File: config.mk
export PLATFORM = sky130hd
export DESIGN_NAME = modular_exponentiation_flat
export DESIGN_NICKNAME = d
export VERILOG_FILES = /design/src/rtl/mexp_pkg.sv /design/src/rtl/mexp_ifs.sv /design/src/rtl/modular_exponentiation.sv /design/src/rtl/mexp_datapath.sv /design/src/rtl/mexp_ctrl.sv /design/src/flat_wrapper.sv
export SDC_FILE = /design/constraint.sdc
export NUM_CORES = 1
export LEC_CHECK = 0
export ABC_AREA = 1
export BUFFER_PORTS_ARGS = -buffer_cell sky130_fd_sc_hd__buf_2
export CAP_MARGIN = 20
export CORE_MARGIN = 4
export CORE_UTILIZATION = 65
export CTS_CLUSTER_DIAMETER = 150
export DETAILED_ROUTE_END_ITERATION = 10
export PLACE_DENSITY = 0.95
export SYNTH_ARGS = -nofsm -noshare
export SYNTH_HDL_FRONTEND = slang
export SYNTH_SLANG_ARGS = --single-unit
export TNS_END_PERCENT = 1
File: constraint.sdc
create_clock -name clk -period 8.5 [get_ports clk]
set_input_delay 2.55 -clock clk [delete_from_list [all_inputs] [get_ports clk]]
set_output_delay 2.55 -clock clk [all_outputs]
set_load 0.05 [all_outputs]
File: src/rtl/mexp_pkg.sv
// ----------------------------------------------------------------------------
// mexp_pkg
// Shared types and constants for the modular exponentiation block.
// ----------------------------------------------------------------------------
package mexp_pkg;

  localparam int IO_WIDTH = 32;

  typedef enum logic [3:0] {
    ST_IDLE,
    ST_RED_GO,
    ST_RED_WAIT,
    ST_CHECK,
    ST_MUL_GO,
    ST_MUL_WAIT,
    ST_SQR_GO,
    ST_SQR_WAIT,
    ST_FINISH
  } mexp_state_t;

  typedef enum logic [1:0] {
    SEL_RED,
    SEL_MUL,
    SEL_SQR
  } mexp_sel_t;

  typedef struct packed {
    logic      take;
    logic      mul_start;
    mexp_sel_t sel;
    logic      acc_wr;
    logic      b_wr;
    logic      e_shift;
    logic      out_load;
  } mexp_cmd_t;

  typedef struct packed {
    logic req_valid;
    logic m_zero;
    logic e_zero;
    logic e_lsb;
    logic mul_done;
    logic out_free;
  } mexp_status_t;

endpackage

File: src/rtl/mexp_ifs.sv
// ----------------------------------------------------------------------------
// mexp_ifs
// Request, result and configuration channels with valid/ready handshake.
// ----------------------------------------------------------------------------
interface mexp_req_if;
  logic                          valid;
  logic                          ready;
  logic [mexp_pkg::IO_WIDTH-1:0] base_value;
  logic [mexp_pkg::IO_WIDTH-1:0] exponent;
  modport source(output valid, base_value, exponent, input ready);
  modport sink(input valid, base_value, exponent, output ready);
endinterface

interface mexp_res_if;
  logic                          valid;
  logic                          ready;
  logic [mexp_pkg::IO_WIDTH-1:0] power_result;
  logic                          bad_modulus;
  modport source(output valid, power_result, bad_modulus, input ready);
  modport sink(input valid, power_result, bad_modulus, output ready);
endinterface

interface mexp_cfg_if;
  logic                          valid;
  logic                          ready;
  logic [mexp_pkg::IO_WIDTH-1:0] data;
  modport source(output valid, data, input ready);
  modport sink(input valid, data, output ready);
endinterface

File: src/rtl/modular_exponentiation.sv
// ----------------------------------------------------------------------------
// modular_exponentiation
// base^exponent mod modulus by right-to-left square-and-multiply.
// ----------------------------------------------------------------------------
// One request at a time. All modular products run through one bit-serial
// interleaved multiplier. A request does one base reduction, one squaring
// per exponent bit up to the highest set bit and one multiply per set bit;
// a zero modulus skips the multiplier. A new request is taken while the
// previous result still waits in the output register. Write the modulus
// only while no request is in progress.
module modular_exponentiation #(
  parameter int DATA_WIDTH = 32,
  parameter int EXP_WIDTH  = 32
) (
  input logic        clk,
  input logic        rst,
  mexp_req_if.sink   req,
  mexp_res_if.source res,
  mexp_cfg_if.sink   cfg
);
  import mexp_pkg::*;

  mexp_cmd_t    cmd;
  mexp_status_t status;

  mexp_ctrl u_ctrl (
    .clk    (clk),
    .rst    (rst),
    .status (status),
    .cmd    (cmd)
  );

  mexp_datapath #(
    .DATA_WIDTH (DATA_WIDTH),
    .EXP_WIDTH  (EXP_WIDTH)
  ) u_datapath (
    .clk    (clk),
    .rst    (rst),
    .req    (req),
    .res    (res),
    .cfg    (cfg),
    .cmd    (cmd),
    .status (status)
  );

endmodule

File: src/rtl/mexp_datapath.sv
// ----------------------------------------------------------------------------
// mexp_datapath
// Operand registers, bit-serial interleaved modular multiplier, output stage.
// ----------------------------------------------------------------------------
module mexp_datapath #(
  parameter int DATA_WIDTH = 32,
  parameter int EXP_WIDTH  = 32
) (
  input  logic                   clk,
  input  logic                   rst,
  mexp_req_if.sink               req,
  mexp_res_if.source             res,
  mexp_cfg_if.sink               cfg,
  input  mexp_pkg::mexp_cmd_t    cmd,
  output mexp_pkg::mexp_status_t status
);
  import mexp_pkg::*;

  localparam int CNT_W = $clog2(DATA_WIDTH);

  logic [DATA_WIDTH-1:0] modulus;
  logic [DATA_WIDTH-1:0] base_reg;
  logic [DATA_WIDTH-1:0] acc;
  logic [DATA_WIDTH-1:0] b_run;
  logic [EXP_WIDTH-1:0]  e_reg;

  logic [DATA_WIDTH-1:0] prod;
  logic [DATA_WIDTH-1:0] x_sr;
  logic [DATA_WIDTH-1:0] y_op;
  logic [CNT_W-1:0]      cnt;
  logic                  busy;
  logic                  done;

  logic [IO_WIDTH-1:0]   power_result;
  logic                  bad_modulus;
  logic                  res_valid;

  logic [DATA_WIDTH-1:0] x_start;
  logic [DATA_WIDTH-1:0] y_start;
  logic [DATA_WIDTH:0]   dbl;
  logic [DATA_WIDTH-1:0] t1;
  logic [DATA_WIDTH:0]   sum;
  logic [DATA_WIDTH-1:0] prod_next;
  logic                  m_zero;
  logic                  accept;

  assign m_zero = (modulus == '0);
  assign accept = req.valid && cmd.take;

  always_comb begin
    case (cmd.sel)
      SEL_RED: begin
        x_start = base_reg;
        y_start = DATA_WIDTH'(1);
      end
      SEL_MUL: begin
        x_start = acc;
        y_start = b_run;
      end
      SEL_SQR: begin
        x_start = b_run;
        y_start = b_run;
      end
      default: begin
        x_start = b_run;
        y_start = b_run;
      end
    endcase
  end

  // r = 2r + bit*y, each half reduced by one conditional subtract (y <= m)
  always_comb begin
    dbl = {prod, 1'b0};
    if (dbl >= {1'b0, modulus}) begin
      t1 = DATA_WIDTH'(dbl - {1'b0, modulus});
    end else begin
      t1 = DATA_WIDTH'(dbl);
    end
    sum = {1'b0, t1} + (x_sr[DATA_WIDTH-1] ? {1'b0, y_op} : '0);
    if (sum >= {1'b0, modulus}) begin
      prod_next = DATA_WIDTH'(sum - {1'b0, modulus});
    end else begin
      prod_next = DATA_WIDTH'(sum);
    end
  end

  always_ff @(posedge clk) begin
    if (rst) begin
      modulus   <= DATA_WIDTH'(2);
      busy      <= 1'b0;
      done      <= 1'b0;
      res_valid <= 1'b0;
    end else begin
      if (cfg.valid) begin
        modulus <= DATA_WIDTH'(cfg.data);
      end
      done <= 1'b0;
      if (cmd.mul_start) begin
        busy <= 1'b1;
      end else if (busy && cnt == '0) begin
        busy <= 1'b0;
        done <= 1'b1;
      end
      if (cmd.out_load) begin
        res_valid <= 1'b1;
      end else if (res.ready) begin
        res_valid <= 1'b0;
      end
    end
  end

  always_ff @(posedge clk) begin
    if (accept) begin
      base_reg <= DATA_WIDTH'(req.base_value);
      e_reg    <= EXP_WIDTH'(req.exponent);
      acc      <= DATA_WIDTH'(1);
    end else begin
      if (cmd.acc_wr) begin
        acc <= prod;
      end
      if (cmd.b_wr) begin
        b_run <= prod;
      end
      if (cmd.e_shift) begin
        e_reg <= e_reg >> 1;
      end
    end
    if (cmd.mul_start) begin
      prod <= '0;
      x_sr <= x_start;
      y_op <= y_start;
      cnt  <= CNT_W'(DATA_WIDTH - 1);
    end else if (busy) begin
      prod <= prod_next;
      x_sr <= x_sr << 1;
      cnt  <= cnt - 1'b1;
    end
    if (cmd.out_load) begin
      power_result <= m_zero ? '0 : IO_WIDTH'(acc);
      bad_modulus  <= m_zero;
    end
  end

  assign req.ready        = cmd.take;
  assign cfg.ready        = 1'b1;
  assign res.valid        = res_valid;
  assign res.power_result = power_result;
  assign res.bad_modulus  = bad_modulus;

  assign status.req_valid = req.valid;
  assign status.m_zero    = m_zero;
  assign status.e_zero    = (e_reg == '0);
  assign status.e_lsb     = e_reg[0];
  assign status.mul_done  = done;
  assign status.out_free  = !res_valid || res.ready;

endmodule

File: src/rtl/mexp_ctrl.sv
// ----------------------------------------------------------------------------
// mexp_ctrl
// Sequencer for base reduction and the square-and-multiply bit loop.
// ----------------------------------------------------------------------------
module mexp_ctrl (
  input  logic                   clk,
  input  logic                   rst,
  input  mexp_pkg::mexp_status_t status,
  output mexp_pkg::mexp_cmd_t    cmd
);
  import mexp_pkg::*;

  mexp_state_t state;
  mexp_state_t state_next;

  always_ff @(posedge clk) begin
    if (rst) begin
      state <= ST_IDLE;
    end else begin
      state <= state_next;
    end
  end

  always_comb begin
    state_next = state;
    case (state)
      ST_IDLE: begin
        if (status.req_valid) begin
          state_next = status.m_zero ? ST_FINISH : ST_RED_GO;
        end
      end
      ST_RED_GO:   state_next = ST_RED_WAIT;
      ST_RED_WAIT: begin
        if (status.mul_done) begin
          state_next = ST_CHECK;
        end
      end
      ST_CHECK: begin
        if (status.e_zero) begin
          state_next = ST_FINISH;
        end else if (status.e_lsb) begin
          state_next = ST_MUL_GO;
        end else begin
          state_next = ST_SQR_GO;
        end
      end
      ST_MUL_GO:   state_next = ST_MUL_WAIT;
      ST_MUL_WAIT: begin
        if (status.mul_done) begin
          state_next = ST_SQR_GO;
        end
      end
      ST_SQR_GO:   state_next = ST_SQR_WAIT;
      ST_SQR_WAIT: begin
        if (status.mul_done) begin
          state_next = ST_CHECK;
        end
      end
      ST_FINISH: begin
        if (status.out_free) begin
          state_next = ST_IDLE;
        end
      end
      default:     state_next = ST_IDLE;
    endcase
  end

  always_comb begin
    cmd = '0;
    cmd.sel = SEL_RED;
    case (state)
      ST_IDLE:     cmd.take = 1'b1;
      ST_RED_GO:   cmd.mul_start = 1'b1;
      ST_RED_WAIT: cmd.b_wr = status.mul_done;
      ST_MUL_GO: begin
        cmd.sel       = SEL_MUL;
        cmd.mul_start = 1'b1;
      end
      ST_MUL_WAIT: cmd.acc_wr = status.mul_done;
      ST_SQR_GO: begin
        cmd.sel       = SEL_SQR;
        cmd.mul_start = 1'b1;
      end
      ST_SQR_WAIT: begin
        cmd.b_wr    = status.mul_done;
        cmd.e_shift = status.mul_done;
      end
      ST_FINISH:   cmd.out_load = status.out_free;
      default:     cmd.take = 1'b0;
    endcase
  end

endmodule

File: src/flat_wrapper.sv
// flat-port wrapper written by rule: the top's interface ports become plain ports
module modular_exponentiation_flat import mexp_pkg::*;
#(
  parameter int DATA_WIDTH = 32,
  parameter int EXP_WIDTH  = 32
)
  (clk, rst, req_valid, req_base_value, req_exponent, req_ready, res_valid, res_power_result, res_bad_modulus, res_ready, cfg_valid, cfg_data, cfg_ready);
  mexp_req_if req_i ();
  mexp_res_if res_i ();
  mexp_cfg_if cfg_i ();
  input logic clk;
  input logic rst;
  input wire logic [$bits(req_i.valid)-1:0] req_valid;
  input wire logic [$bits(req_i.base_value)-1:0] req_base_value;
  input wire logic [$bits(req_i.exponent)-1:0] req_exponent;
  output wire logic [$bits(req_i.ready)-1:0] req_ready;
  output wire logic [$bits(res_i.valid)-1:0] res_valid;
  output wire logic [$bits(res_i.power_result)-1:0] res_power_result;
  output wire logic [$bits(res_i.bad_modulus)-1:0] res_bad_modulus;
  input wire logic [$bits(res_i.ready)-1:0] res_ready;
  input wire logic [$bits(cfg_i.valid)-1:0] cfg_valid;
  input wire logic [$bits(cfg_i.data)-1:0] cfg_data;
  output wire logic [$bits(cfg_i.ready)-1:0] cfg_ready;
  assign req_i.valid = req_valid;
  assign req_i.base_value = req_base_value;
  assign req_i.exponent = req_exponent;
  assign req_ready = req_i.ready;
  assign res_valid = res_i.valid;
  assign res_power_result = res_i.power_result;
  assign res_bad_modulus = res_i.bad_modulus;
  assign res_i.ready = res_ready;
  assign cfg_i.valid = cfg_valid;
  assign cfg_i.data = cfg_data;
  assign cfg_ready = cfg_i.ready;
  modular_exponentiation #(.DATA_WIDTH(DATA_WIDTH), .EXP_WIDTH(EXP_WIDTH)) u_core (.clk(clk), .rst(rst), .req(req_i), .res(res_i), .cfg(cfg_i));
endmodule
# Word-level counts from Yosys, hierarchy flattened
# Index checks and enable logic that the tools add are counted.
# op_classes
addsub,4
order_cmp,2
eq_ne,13
mux,28
bitwise_logic,1
n_reduce_logical,18
# ops
operator,count
$mux 32,7
$ge 33x32->1,2
$logic_not 32->1,2
$pmux 32 s2,1
$sub 32x32->32,2
$add 32x32->33,1
$pmux 4 s8,1
$mux 4,6
$eq 4x3->1 const B,4
$mux 1,11
$eq 4x2->1 const B,2
$reduce_bool 2->1,4
$ne 2x2->1 const B,3
$logic_not 5->1,1
$sub 5x1->5 const B,1
$eq 4x1->1 const B,1
$eq 4x4->1 const B,1
$logic_not 4->1,1
$pmux 2 s2,1
$reduce_and 4->1,1
$reduce_or 2->1,2
$reduce_or 3->1,1
$eq 2x1->1 const B,1
$logic_and 1x1->1,2
other kinds (7),7
# word_totals
regBits,301
inputBits,101
out_inout_bits,36
wordCells,81

# Longest topological paths before layout
# depth
depth_word,5
depth_mapped,47
depth_no_buf,45

# Cells and area by module
# From an unflattened synthesis, not the netlist that was laid out.
# unflattened
hier_cells,2789
hier_area_um2,19691.4
# modules_own_cells
mod,n_inst,cells_each,area_each_um2,seq_area_each_um2
mexp_datapath,1,2727,19313.5,7877.6
mexp_ctrl,1,62,377.9,80.1

# Least setup slack after synthesis
# OpenSTA, ideal clock, no wires.
# synth_timing
kind,register -> register
from,reg u_core.u_datapath.modulus[1]
to,reg u_core.u_datapath.prod[12]
setup_time_ns,0.113
t_arrival_ns,4.674
slack_ns,3.713
path_stages_with_launch,47
period_less_slack_ns,4.787
path_cell_list,dfxtp_1 -> inv_1 -> ha_1 -> nand3_1 -> nand2_1 -> nand2_1 -> nand2_2 -> nand3_1 -> nand2_2 -> nand3_2 -> nand2_2 -> nand2_4 -> nand2_8 -> inv_4 -> buf_6 -> nor2_1 -> ha_1 -> inv_1 -> (+11 left out) -> nand2_1 -> inv_1 -> ha_1 -> nand2_1 -> inv_1 -> nand2_1 -> nand2_1 -> nand2_1 -> nand2_1 -> inv_1 -> nand2_1 -> nor2_2 -> nand2_4 -> nor2_4 -> buf_4 -> nand2_1 -> nand3_1 -> nand2_1
# synth_via
elab_chain_cells,5
# synth_lines
element,line,rtl
from (decl),mexp_datapath.sv:21,logic [DATA_WIDTH-1:0] modulus;
from (signal assigned),mexp_datapath.sv:95,modulus <= DATA_WIDTH'(cfg.data);
$sub 32x32->32 / $ge 33x32->1 (equally long branches),"mexp_datapath.sv:75, mexp_datapath.sv:74",
$mux 32,mexp_datapath.sv:74,"if (dbl >= {1'b0, modulus}) begin"
$add 32x32->33,mexp_datapath.sv:79,"sum = {1'b0, t1} + (x_sr[DATA_WIDTH-1] ? {1'b0, y_op} : '0);"
$sub 32x32->32 / $ge 33x32->1 (equally long branches),"mexp_datapath.sv:81, mexp_datapath.sv:80",
$mux 32 (*),mexp_datapath.sv:80,"if (sum >= {1'b0, modulus}) begin"
to (signal assigned),mexp_datapath.sv:134,prod <= prod_next;
to (decl),mexp_datapath.sv:27,logic [DATA_WIDTH-1:0] prod;
# Every way passes the cells marked *; elsewhere a longest branch is shown, timed or not.
# A chain may end at the register's enable or synchronous reset.

# Final worst setup path
# layout_timing
from,reg u_core.u_datapath.prod[14]
to,reg u_core.u_datapath.prod[3]
# layout_via
elab_chain_cells,5
# layout_lines
element,line
$ge 33x32->1 / $sub 32x32->32 (equally long branches),"mexp_datapath.sv:74, mexp_datapath.sv:75"
$mux 32 (*),mexp_datapath.sv:74
$add 32x32->33 (*),mexp_datapath.sv:79
$sub 32x32->32 / $ge 33x32->1 (equally long branches),"mexp_datapath.sv:81, mexp_datapath.sv:80"
$mux 32 (*),mexp_datapath.sv:80
# Marks and branches as above.

==> flow_metrics.py <==
metrics = {
    "cts": {
        "cts.clk_slew.worst_paths_ns": 0.07,
        "cts_sinks": 301,
        "cts_setup_buffers": 0,
        "cts_made_buffers": 31,
        "cts_tree": "done",
        "cts.htree.levels": 1,
        "clockBufferDepth": 3,
        "cts_resized": 0,
        "ctsHoldBuffers": 0,
        "clk_latency_ns": 0.60,
        "clock-root-buffer": "clkbuf_16",
    },
    "worst_setup_path": {
        "crit_fanout": 35,
        "required_ns": 8.98,
        "critPathKind": "register to register",
        "crit_path_frequent_cell": "nand2_1",
        "slowest_delay_ns": 0.42,
        "slowest_stage": "dfxtp_1",
        "endpoint_kind": "register",
        "arrival_ns": 7.19,
        "start_kind": "register",
    },
    "run": {
        "maxCapViolCount": 0,
    },
    "synthesis": {
        "yosys-top-cells-area": "edfxtp_1, nand2_1, dfxtp_1",
        "synth_area_um2": 19600,
        "synthArstFlopShare": 0,
        "synth_nets": 2974,
        "synthCells": 2773,
        "ys_types": 48,
        "synth.largest_area_cell": "edfxtp_1",
        "synth-edff-count": 193,
        "synth_most_common_cell": "nand2_1",
        "ys_seq_area_frac": 0.406,
        "avgSynthCellArea_um2": 7.07,
        "ys.flop_type": "edfxtp_1",
        "synth_top_area_share": 0.296,
        "synth_seq_cells": 301,
        "ys_top_cells_by_count": "nand2_1, inv_1, nor2_1",
        "ys_warn_count": 0,
    },
    "sta": {
        "whs_ns": 0.494,
        "report.final.slew_viol_count": 0,
        "fin_setup_tns_ns": 0,
        "setup_viol": 0,
        "rsz0062_at_grt": "no",
        "hold_viol": 0,
        "clock_skew_ns": 0.0257,
        "fin_crit_ns": 6.70,
        "max_freq_mhz": 149,
        "worst_pin_slew_ns": 1.17,
        "relSlewSlack": 0.217,
        "period_share": 0.788,
    },
    "layout": {
        "multi_input_area_um2": 9400,
        "regArea_um2": 7960,
        "nFillCells": 2292,
        "area_growth_pct": 10.4,
        "fin_cells": 3304,
        "antenna_cells": 0,
        "final_util": 0.728,
        "finalNetCount": 3090,
        "final_layout_size_suffix_gt1_frac": 0.0868,
    },
    "detailed_routing": {
        "postRouteAntennaNets": 0,
        "dr.pass1.iters": 9,
        "wirelength_mm": 68.4,
        "viasPerCell": 5.98,
        "post_drt_wl_per_cell_um": 20.7,
        "drc": 0,
        "vias": 19800,
        "initialDrtViolationCount": 2644,
    },
    "placed_design": {
        "place_congestion": 1.08,
        "hpwlAfterDp_mm": 49.8,
        "dpl.cell_count": 3242,
        "io_buffer_count": 135,
    },
    "floorplan": {
        "die_area_um2": 33000,
        "start_util": 0.660,
        "die_w_um": 182,
        "chipHeight_um": 182,
        "rows": 63,
        "core_um2": 29700,
        "ios": 137,
    },
    "global_route": {
        "grt_usage": 0.397,
        "grt_pass1_wl_mm": 104,
        "gr-total-overflow": 0,
        "grt_max_degree": 95,
        "first_global_vias": 19200,
        "grt_antenna_before_repair": 0,
    },
    "worst_hold_path": {
        "min_path_type": "register to register",
    },
    "outcome": {
        "outcome": "finished clean",
    },
}
[path summary, 6_finish.rpt]
path	cells past startpoint	to	slack [ns]	start
hold / removal	2	u_core.u_datapath.acc[27]	0.49	u_core.u_datapath.acc[27]
setup reg to reg	34	u_core.u_datapath.prod[3]	1.80	u_core.u_datapath.prod[14]
setup / recovery	34	u_core.u_datapath.prod[3]	1.80	u_core.u_datapath.prod[14]
hold reg to reg	2	u_core.u_datapath.acc[27]	0.49	u_core.u_datapath.acc[27]
[layout by cell type, fill, tap and decap left out, types with 26 or more instances in the layout]
cell	count
nand2_1	884
inv_1	504
nor2_1	248
edfxtp_1	193
o21ai_0	143
a21oi_1	140
buf_2	135
nand3_1	129
dfxtp_1	108
ha_1	97
nand4_1	37
a221oi_1	31
clkbuf_16	31
xor2_1	26
[logic make-up (layout without fill, tap and decap cells)]
| family | count (synthesis) | after routing | share of synthesized area |
|---|---|---|---|
| buf+inv | 586 | 727 | 0.116 |
| xor+xnor | 49 | 49 | 0.0219 |
| other cells | 1 | 1 | 0.000191 |
| simple gates | 1375 | 1375 | 0.288 |
| fa+ha+maj | 100 | 100 | 0.0650 |
| flops | 301 | 301 | 0.406 |
| compound gates | 361 | 361 | 0.103 |
[through the flow]
| stage | instance area, um^2 | worst slack [ns] |
|---|---|---|
| CTS | 21500 | 1.96 |
| floorplan | 19600 | 3.71 |
| detailed placement | 20600 | 2.01 |
| global route | 21600 | 1.30 |
| finish | 21600 | 1.80 |
| global placement | 20600 | 2.07 |
[worst max-delay path: cells and delay by family, from the launching register on]
| family | cells | cell delay, ns |
|---|---|---|
| xor+xnor | 1 | 0.28 |
| flops | 1 | 0.42 |
| buf+inv | 4 | 0.48 |
| fa+ha+maj | 4 | 1.44 |
| simple gates | 25 | 3.98 |
[layout make-up]
cell class	count	share of cell area
Clock buffer	39	0.0377
Clock inverter	19	0.00723
Inverter	518	0.0901
Multi-Input combinational cell	1886	0.434
Sequential cell	301	0.368
Tap cell	390	0.0226
Timing Repair Buffer	151	0.0401
[routing by layer]
metal,GRT usage,up-vias,share of wire
li1,-,9011,-
met4,0.193,0,0.070
met5,0,-,0
met3,0.0805,360,0.12
met1,0.494,8872,0.35
met2,0.663,1517,0.46
Power is left out: the tool's default activity adds up to more than one toggle a clock period on the data nets, which glitch-free logic cannot reach.
